==> config.mk <==
export PLATFORM = sky130hd
export DESIGN_NAME = pbtt_cell
export DESIGN_NICKNAME = d
export VERILOG_FILES = /design/src/hdl/pbtt_pkg.sv /design/src/hdl/pbtt_cell.sv
export SDC_FILE = /design/constraint.sdc
export NUM_CORES = 2
export LEC_CHECK = 0
export ABC_AREA = 1
export BUFFER_PORTS_ARGS = -buffer_cell sky130_fd_sc_hd__buf_2
export CAP_MARGIN = 20
export CORE_ASPECT_RATIO = 1.75
export CORE_MARGIN = 3
export CORE_UTILIZATION = 55
export CTS_BUF_LIST = sky130_fd_sc_hd__clkbuf_8 sky130_fd_sc_hd__clkbuf_16
export CTS_CLUSTER_SIZE = 20
export DETAILED_ROUTE_END_ITERATION = 10
export PLACE_DENSITY = 0.83
export SETUP_SLACK_MARGIN = 0.05
export SLEW_MARGIN = 20
export SYNTH_ARGS = -nofsm -noshare
export SYNTH_HDL_FRONTEND = slang
export SYNTH_SLANG_ARGS = --single-unit
export TNS_END_PERCENT = 100
==> constraint.sdc <==
create_clock -name clk -period 4.1 [get_ports clk]
set_input_delay 0 -clock clk [delete_from_list [all_inputs] [get_ports clk]]
set_output_delay 0 -clock clk [all_outputs]
set_load 0.01 [all_outputs]
==> src/hdl/pbtt_pkg.sv <==
`timescale 1ns / 1ps
`default_nettype none
package pbtt_pkg;

	localparam int NumEntriesDefault  = 32;
	localparam int VersionBitsDefault = 32;

	localparam logic [2:0] MODE_SET_SRC   = 3'd0;
	localparam logic [2:0] MODE_SET_TGT   = 3'd1;
	localparam logic [2:0] MODE_SET_COND  = 3'd2;
	localparam logic [2:0] MODE_QRY_FETCH = 3'd3;
	localparam logic [2:0] MODE_QRY_FINAL = 3'd4;
	localparam logic [2:0] MODE_COPY      = 3'd5;

	localparam logic [2:0] COND_NONE  = 3'd0;
	localparam logic [2:0] COND_TAKEN = 3'd1;
	localparam logic [2:0] COND_LOOP  = 3'd2;
	localparam logic [2:0] COND_BITS  = 3'd3;
	localparam logic [2:0] COND_CLEAR = 3'd4;

	localparam logic [1:0] KIND_NONE  = 2'd0;
	localparam logic [1:0] KIND_TAKEN = 2'd1;
	localparam logic [1:0] KIND_LOOP  = 2'd2;
	localparam logic [1:0] KIND_BITS  = 2'd3;

	localparam logic [1:0] OUT_NONE      = 2'd0;
	localparam logic [1:0] OUT_TAKEN     = 2'd1;
	localparam logic [1:0] OUT_NOT_TAKEN = 2'd2;
	localparam logic [1:0] OUT_EXHAUSTED = 2'd3;

	localparam logic [1:0] ERR_OK    = 2'd0;
	localparam logic [1:0] ERR_KIND  = 2'd1;
	localparam logic [1:0] ERR_COUNT = 2'd2;

	localparam logic [3:0] INSTR_BYTES_RESET = 4'd4;

	typedef struct packed {
		logic        en;
		logic [2:0]  mode;
		logic [4:0]  reg_index;
		logic [63:0] address;
		logic [2:0]  condition_kind;
		logic [63:0] condition_value;
		logic [6:0]  bit_count;
	} cmd_t;

	typedef struct packed {
		logic        found;
		logic [1:0]  outcome;
		logic [4:0]  matched_reg;
		logic [31:0] version;
		logic [63:0] target;
	} hit_t;

endpackage
`default_nettype wire

==> src/hdl/pbtt_cell.sv <==
`timescale 1ns / 1ps
`default_nettype none
module pbtt_cell #(
	parameter int IDX          = 0,
	parameter int VERSION_BITS = pbtt_pkg::VersionBitsDefault
) (
	input  wire              clk,
	input  wire              arst_n,
	input  pbtt_pkg::cmd_t   cmd,
	input  pbtt_pkg::hit_t   hit_in,
	output pbtt_pkg::hit_t   hit_out,
	output logic             err_count
);

	logic [63:0]             src_q   [2];
	logic [63:0]             tgt_q   [2];
	logic [1:0]              kind_q  [2];
	logic [63:0]             cnt_q   [2];
	logic [5:0]              fill_q  [2];
	logic [VERSION_BITS-1:0] ver_q   [2];

	logic        sel;
	logic        is_query;
	logic        m;
	logic        hit;
	logic        own;
	logic [1:0]  own_outcome;
	logic [63:0] ver_wide;
	logic [63:0] bits;
	logic        n_ok;
	logic        ovf;
	logic [6:0]  base [2];
	logic [6:0]  sum  [2];

	assign sel      = ({1'b0, cmd.reg_index} == 6'(IDX));
	assign is_query = (cmd.mode == pbtt_pkg::MODE_QRY_FETCH)
		|| (cmd.mode == pbtt_pkg::MODE_QRY_FINAL);
	assign m        = (cmd.mode == pbtt_pkg::MODE_QRY_FINAL);
	assign hit      = (kind_q[m] != pbtt_pkg::KIND_NONE) && (src_q[m] == cmd.address);
	assign own      = hit && !hit_in.found;
	assign ver_wide = 64'(ver_q[m]);

	always_comb begin
		case (kind_q[m])
			pbtt_pkg::KIND_TAKEN: own_outcome = pbtt_pkg::OUT_TAKEN;
			pbtt_pkg::KIND_LOOP: begin
				if (cnt_q[m][63])
					own_outcome = pbtt_pkg::OUT_EXHAUSTED;
				else if (cnt_q[m] != 64'd0)
					own_outcome = pbtt_pkg::OUT_TAKEN;
				else
					own_outcome = pbtt_pkg::OUT_NOT_TAKEN;
			end
			pbtt_pkg::KIND_BITS: begin
				if (fill_q[m] == 6'd0)
					own_outcome = pbtt_pkg::OUT_EXHAUSTED;
				else if (cnt_q[m][0])
					own_outcome = pbtt_pkg::OUT_TAKEN;
				else
					own_outcome = pbtt_pkg::OUT_NOT_TAKEN;
			end
			default: own_outcome = pbtt_pkg::OUT_NONE;
		endcase
	end

	always_comb begin
		hit_out = hit_in;
		if (own) begin
			hit_out.found       = 1'b1;
			hit_out.outcome     = own_outcome;
			hit_out.matched_reg = 5'(IDX);
			hit_out.version     = ver_wide[31:0];
			hit_out.target      = tgt_q[m];
		end
	end

	always_comb begin
		for (int j = 0; j < 2; j++) begin
			base[j] = (kind_q[j] == pbtt_pkg::KIND_BITS) ? {1'b0, fill_q[j]} : 7'd0;
			sum[j]  = base[j] + cmd.bit_count;
		end
	end

	assign n_ok = (cmd.bit_count >= 7'd1) && (cmd.bit_count <= 7'd64);
	assign ovf  = (sum[0] > 7'd63) || (sum[1] > 7'd63);
	assign bits = (cmd.bit_count >= 7'd64) ? cmd.condition_value
		: (cmd.condition_value & ((64'h1 << cmd.bit_count) - 64'h1));
	assign err_count = sel && (cmd.mode == pbtt_pkg::MODE_SET_COND)
		&& (cmd.condition_kind == pbtt_pkg::COND_BITS) && (!n_ok || ovf);

	always_ff @(posedge clk or negedge arst_n) begin
		if (!arst_n) begin
			for (int j = 0; j < 2; j++) begin
				src_q[j]  <= '0;
				tgt_q[j]  <= '0;
				kind_q[j] <= pbtt_pkg::KIND_NONE;
				cnt_q[j]  <= '0;
				fill_q[j] <= '0;
				ver_q[j]  <= '0;
			end
		end else if (cmd.en) begin
			if (cmd.mode == pbtt_pkg::MODE_COPY) begin
				src_q[0]  <= src_q[1];
				tgt_q[0]  <= tgt_q[1];
				kind_q[0] <= kind_q[1];
				cnt_q[0]  <= cnt_q[1];
				fill_q[0] <= fill_q[1];
				ver_q[0]  <= ver_q[1];
			end else if (is_query) begin
				if (own) begin
					if (kind_q[m] == pbtt_pkg::KIND_LOOP && !cnt_q[m][63])
						cnt_q[m] <= cnt_q[m] - 64'd1;
					else if (kind_q[m] == pbtt_pkg::KIND_BITS && fill_q[m] != 6'd0) begin
						cnt_q[m]  <= cnt_q[m] >> 1;
						fill_q[m] <= fill_q[m] - 6'd1;
					end
				end
			end else if (sel) begin
				for (int j = 0; j < 2; j++) begin
					case (cmd.mode)
						pbtt_pkg::MODE_SET_SRC: begin
							src_q[j]  <= cmd.address;
							kind_q[j] <= pbtt_pkg::KIND_NONE;
							cnt_q[j]  <= '0;
							fill_q[j] <= '0;
							ver_q[j]  <= ver_q[j] + 1'b1;
						end
						pbtt_pkg::MODE_SET_TGT: begin
							tgt_q[j]  <= cmd.address;
							kind_q[j] <= pbtt_pkg::KIND_TAKEN;
							cnt_q[j]  <= '0;
							fill_q[j] <= '0;
							ver_q[j]  <= ver_q[j] + 1'b1;
						end
						pbtt_pkg::MODE_SET_COND: begin
							case (cmd.condition_kind)
								pbtt_pkg::COND_NONE, pbtt_pkg::COND_TAKEN: begin
									kind_q[j] <= cmd.condition_kind[1:0];
									cnt_q[j]  <= '0;
									fill_q[j] <= '0;
									ver_q[j]  <= ver_q[j] + 1'b1;
								end
								pbtt_pkg::COND_LOOP: begin
									kind_q[j] <= pbtt_pkg::KIND_LOOP;
									cnt_q[j]  <= cmd.condition_value;
									fill_q[j] <= '0;
									ver_q[j]  <= ver_q[j] + 1'b1;
								end
								pbtt_pkg::COND_BITS: begin
									if (n_ok && !ovf) begin
										kind_q[j] <= pbtt_pkg::KIND_BITS;
										fill_q[j] <= sum[j][5:0];
										if (kind_q[j] == pbtt_pkg::KIND_BITS)
											cnt_q[j] <= cnt_q[j] | (bits << base[j][5:0]);
										else begin
											cnt_q[j] <= bits;
											ver_q[j] <= ver_q[j] + 1'b1;
										end
									end
								end
								default: ;
							endcase
						end
						default: ;
					endcase
				end
			end
		end
	end

endmodule
`default_nettype wire

==> summary.txt, run 1 <==
Place
  • Placer Congestion: roughly 1.2
  • Hpwl dp: 175,000 um
  • DP Cell Count: 8,955
  • PortBufs: 357
  • Place WS: 15.6 ps

Die
  • Starting density of the core: between 50% and 60%
  • I/O Pins: around 360
  • Die Y-Extent: around 380 um
  • Site Rows: between 100 and 150
  • Die W: about 220 um

Logic synthesis
  • Top cells by count, synth: nand2_1, nand3_1, o21ai_0
  • Net Count, Synth: 7,721
  • Synth top area share: between 20% and 30%
  • Fraction of registers with async set/reset: 100%
  • Sequential area share after synthesis: about a quarter
  • Ys Warns: 0
  • Number of enable flip-flop cells after synthesis: 0
  • Top FF cell, synth: dfrtp_1
  • Top-count cell post-synth: nand2_1
  • Gate count of the mapped netlist: 7,449
  • Syn avg cell area: a little under 6 sq um
  • Top cell type by total area after synthesis: dfrtp_1
  • Post-synthesis cell type count: 74
  • #FFs+latches synth: approximately 460
  • Synth Cell Area: 44,200 sq um
  • Main area contributors after synthesis: dfrtp_1, nand2_1, nand3_1, o21ai_0, a21oi_1

Global routing
  • Grt ovf: roughly 270
  • Largest net degree at the start of global routing: 174
  • All-Layer GR Usage: 74.2%
  • First-pass GRT wire length: between 400,000 and 500,000 um
  • Vias in the first global route: 70,400

Status
  • Status: aborted with a tool error
  • Stop stage: global routing (5_1_grt)
  • Error msg: [ERROR GRT-0116] Global routing finished with congestion. Check the congestion regions in the DRC Viewer.

CTS
  • H-tree depth: 2
  • Longest Clk Path Bufs: 3
  • CTS sink cnt: 464
  • Root Driver: clkbuf_16
  • Total CTS buffers: 41
-- what timing repair did --
| action | in CTS |
|---|---|
| setup buffers | 1 |
| endpoints found under the hold margin | 399 |
| resized for setup | 3 |
| hold buffers | 118 |
| setup endpoints to repair | 50 |
| pin swaps | 1 |
-- cell families after synthesis --
group | share of synthesized area, %
AO/OA/AOI/OAI | 19.0
multiplexers | 1.71
XOR/XNOR | 1.49
adder cells (fa/ha/maj) | 0.572
AND/OR/NAND/NOR | 40.5
buffers and inverters | 10.4
flip-flops | 26.3
-- stage by stage --
stage / utilization [%] / instance area [sq um]
after floorplan: - / 44200
after global placement: 63.7 / 50400
after detailed placement: 63.7 / 50400
after CTS: 67.1 / 53100
-- metal layers --
metal | overflow | track usage (%)
met1 | 4 | 74.2
met2 | 128 | 90.6
met3 | 6 | 58.2
met4 | 133 | 75.5
met5 | 2 | 19.2
==> inputs of run 2 (changes only) <==
--- a/config.mk
+++ b/config.mk
@@ -8,14 +8,10 @@
 export ABC_AREA = 1
 export BUFFER_PORTS_ARGS = -buffer_cell sky130_fd_sc_hd__buf_2
 export CAP_MARGIN = 20
-export CORE_ASPECT_RATIO = 1.75
 export CORE_MARGIN = 3
-export CORE_UTILIZATION = 55
-export CTS_BUF_LIST = sky130_fd_sc_hd__clkbuf_8 sky130_fd_sc_hd__clkbuf_16
-export CTS_CLUSTER_SIZE = 20
+export CORE_UTILIZATION = 40
 export DETAILED_ROUTE_END_ITERATION = 10
-export PLACE_DENSITY = 0.83
-export SETUP_SLACK_MARGIN = 0.05
+export PLACE_DENSITY_LB_ADDON = 0.15
 export SLEW_MARGIN = 20
 export SYNTH_ARGS = -nofsm -noshare
 export SYNTH_HDL_FRONTEND = slang
==> constraint.sdc (replaced) <==
create_clock -name clk -period 5.35 [get_ports clk]
set_input_delay 0 -clock clk [delete_from_list [all_inputs] [get_ports clk]]
set_output_delay 0 -clock clk [all_outputs]
set_load 0.01 [all_outputs]
==> run 2 against run 1 <==
  * The run now ends clean
  * Synthesized area stayed put
  * Synthesized cell count unchanged
==> summary.txt, run 2 <==
Logic synthesis
  • Fraction of registers with async set/reset: 100% (unchanged)
  • Gate count of the mapped netlist: 7,449 (unchanged)
  • Post-Synth Adder-Cell Area: 0.572% (unchanged)
  • #FFs+latches synth: 464 (unchanged)
  • Net Count, Synth: 7,721 (unchanged)
  • Compound-Gate Fraction of Synth Area: 19.0% (unchanged)
  • Top cell type by total area after synthesis: dfrtp_1 (unchanged)
  • Main area contributors after synthesis: dfrtp_1, nand2_1, nand3_1, o21ai_0, a21oi_1 (unchanged)
  • Synth top area share: 26.3% (unchanged)
  • Synth Cell Area: 44,200 sq um (unchanged)
  • Post-synthesis simple-gate area fraction: 40.5% (unchanged)
  • Area share of xor/xnor cells in the synthesized design: 1.49% (unchanged)
  • Sequential area share after synthesis: 26.3% (unchanged)
  • Top cells by count, synth: nand2_1, nand3_1, o21ai_0 (unchanged)
  • Syn avg cell area: 5.93 sq um (unchanged)
  • Number of enable flip-flop cells after synthesis: 0 (unchanged)
  • Main combinational cell family by area after synthesis: simple AND/OR/NAND/NOR gates (unchanged)
  • Top-count cell post-synth: nand2_1 (unchanged)
  • Post-synthesis mux area share: 1.71% (unchanged)
  • Top FF cell, synth: dfrtp_1 (unchanged)
  • Ys Warns: 0 (unchanged)
  • Post-synthesis cell type count: 74 (unchanged)

STA
  • Unrepaired setup endpoints after global routing: no
  • Tmin final: 4710 ps
  • Clk_skew: roughly 34 ps
  • Final slew viol count: 0
  • Final setup fails: 0
  • Setup TNS: 0 ps
  • Worst Tran Pin Value: slightly above 1000 ps
  • Fin crit share: about 90%
  • Rel. slew slack: between 30% and 40%
  • Max Freq: between 200 and 250 MHz
  • Final hold vios: 0

Route
  • Pre-antenna DRT Iters: 6
  • Routed WL per cell: approximately 25 um
  • WL final: 229,000 um
  • Vias per inst: about 5.9
  • DR iter-0 viols: ~7,000
  • Routed Antenna Nets: 0
  • DR DRC count: 0
  • Vias: between 50,000 and 60,000

Final layout
  • Most frequent cells in the layout: nand2_1, nand3_1, o21ai_0, nor2_1, inv_1
  • Share of cells above drive strength 1: around 11%
  • Post-Route Utilization: between 40% and 50%
  • Top Registers: cnt_q x128, src_q x128, tgt_q x128
  • Fill count: 11,800
  • Total Nets Final: around 8,000
  • Area grow syn2layout: 13.9%
  • Commonest non-fill, non-tap cell in the layout: nand2_1

Setup path
  • Crit path max-delay family: buffers and inverters
  • CP max-delay cell: dlygate4sd3_1
  • Buf+Inv Stages, Crit Path: 9
  • CP Data Required Time: 5350 ps
  • Reg2reg start: kind_q[0]
  • CP peak stage delay: between 500 and 600 ps
  • Critical Path AT: approximately 4700 ps
  • Setup Crit Path Kind: primary input to primary output
  • Type of destination of the critical path: primary output
  • Setup crit start: cmd[144]
  • CP dominant cell by count: inv_1
  • Startpoint types: primary input
  • Critical-path cell list: dlygate4sd3_1 -> buf_2 -> nor2_4 -> nand2_8 -> inv_2 -> buf_12 -> nand2_1 -> o21ai_1 -> inv_1 -> nor2_1 -> inv_1 -> nor2_1 -> inv_1 -> nor2_1 -> nand2_1 -> inv_1 -> nand4_1 -> o21ai_0 -> nand2_1 -> a31oi_1 -> buf_2
  • CP Max Fanout: 46

CTS
  • Reg clk slew, reported paths: about 60 ps
  • Longest Clk Path Bufs: 3 (unchanged)
  • H-tree depth: 2 (unchanged)
  • CTS tree: done
  • CTS sink cnt: 464 (unchanged)
  • Root Driver: clkbuf_16 (unchanged)
  • Clock Latency Late Sink: roughly 670 ps
  • Total CTS buffers: 56 (was 41)

Worst hold path
  • Hold_sp: cmd[143]
  • Min-delay worst type: primary input to register

Power
  • Pwr/cell area: around 250 nW/um^2
  • Leakage: 25.3 nW
  • Worst vdd ir: around 260 uV

Global routing
  • Grt ovf: 0
  • Largest net degree at the start of global routing: about 170
  • Antenna violations before repair: 8
  • All-Layer GR Usage: between 30 and 40%
  • Vias in the first global route: a little over 50,000
  • First-pass GRT wire length: approximately 340,000 um

Job
  • Max-cap violations: 0

Die
  • Starting density of the core: 40.5% (was 55.8%)
  • Die Y-Extent: 338 um (was 381 um)
  • Core box area: ~110,000 sq um
  • Die W: 338 um (was 220 um)
  • Die ar.: 114,000 sq um
  • Site Rows: 121 (was 136)
  • I/O Pins: 358 (unchanged)

Place
  • Placer Congestion: 1.08 (was 1.16)
  • Hpwl dp: 170,000 um (was 175,000 um)
  • PortBufs: 357 (unchanged)

Status
  • Status: complete, no violations (was aborted with a tool error)
## run 2: cell counts after synthesis
No cell type changed its count.
## run 2: metrics by stage
| step | setup slack, ps | hold WS, ps | instance area, sq um | total power [mW] | std cells |
|---|---|---|---|---|---|
| 6_report | 642 | 21.6 | 50300 | 12.6 | 9171 |
| 5_1_grt | 461 | 32.5 | 50300 | 13.2 | 9165 |
| 4_1_cts | 845 | 3.13 | 50300 | 12.5 | 9163 |
| 3_5_place_dp | 715 | 20.4 | 47100 | 8.31 | 8944 |
| 3_3_place_gp | 857 | 25.2 | 47100 | 8.27 | 8944 |
| 2_1_floorplan | 1340 | -296 | 44200 | 6.68 | 7449 |
## run 2: cell type report
cell class	instances	area [sq um]	area share, %
clock inverter	23	329	0.654
tap	1476	1850	3.67
multi-input combinational	5852	28200	56.0
antenna	8	20.0	0.0398
sequential	464	11600	23.1
timing repair buffer	608	4190	8.34
inverter	661	2490	4.95
clock buffer	79	1640	3.26
## run 2: cell families (layout without fill, tap and decap cells)
kind of cell | Yosys count | count (layout)
other cells | 0 | 8
buf+inv | 1133 | 1371
compound gates | 1524 | 1524
mux | 69 | 69
xor+xnor | 75 | 75
flops | 464 | 464
simple gates | 4165 | 4165
fa+ha+maj | 19 | 19
## run 2: path summary, 6_finish.rpt
path                                end  slack, ps  cells past startpoint
min in group asynchronous    cnt_q[127]        140                      3
max                        hit_out[102]        640                     21
max reg2reg                   ver_q[30]       1100                     25
max in group asynchronous     cnt_q[52]       4430                      3
min                           tgt_q[82]         20                      4
min reg2reg                   cnt_q[22]        480                      2
## run 2: tightest hold or removal path: stages
cell	delay, ps
buf_2	150
nand2_1	210
nor2_4	120
o21ai_0	140
## run 2: what timing repair did
item | in CTS | in global routing
buffers inserted | 0 | 0
hold endpoints to repair | 420 | 0
resized for setup | 0 | 0
hold buffers | 117 | 0
## run 2: metal layers
metal	track usage [%]	routed length (um)	vias up	share of wire, %
met4	27.3	19800	4	8.6
li1	-	-	25100	-
met1	49.5	90400	25200	40
met3	8.72	22700	687	9.9
met5	0	27	-	0.012
met2	57.2	95800	3084	42
## run 2: power by group
group          switching [mW]  internal (mW)  total, mW
logic                    3.02           1.18       4.20
clock network            1.66           2.47       4.13
registers               0.293           3.99       4.28
total                    4.97           7.64       12.6
No activity file was read; power rests on OpenSTA's default activity.
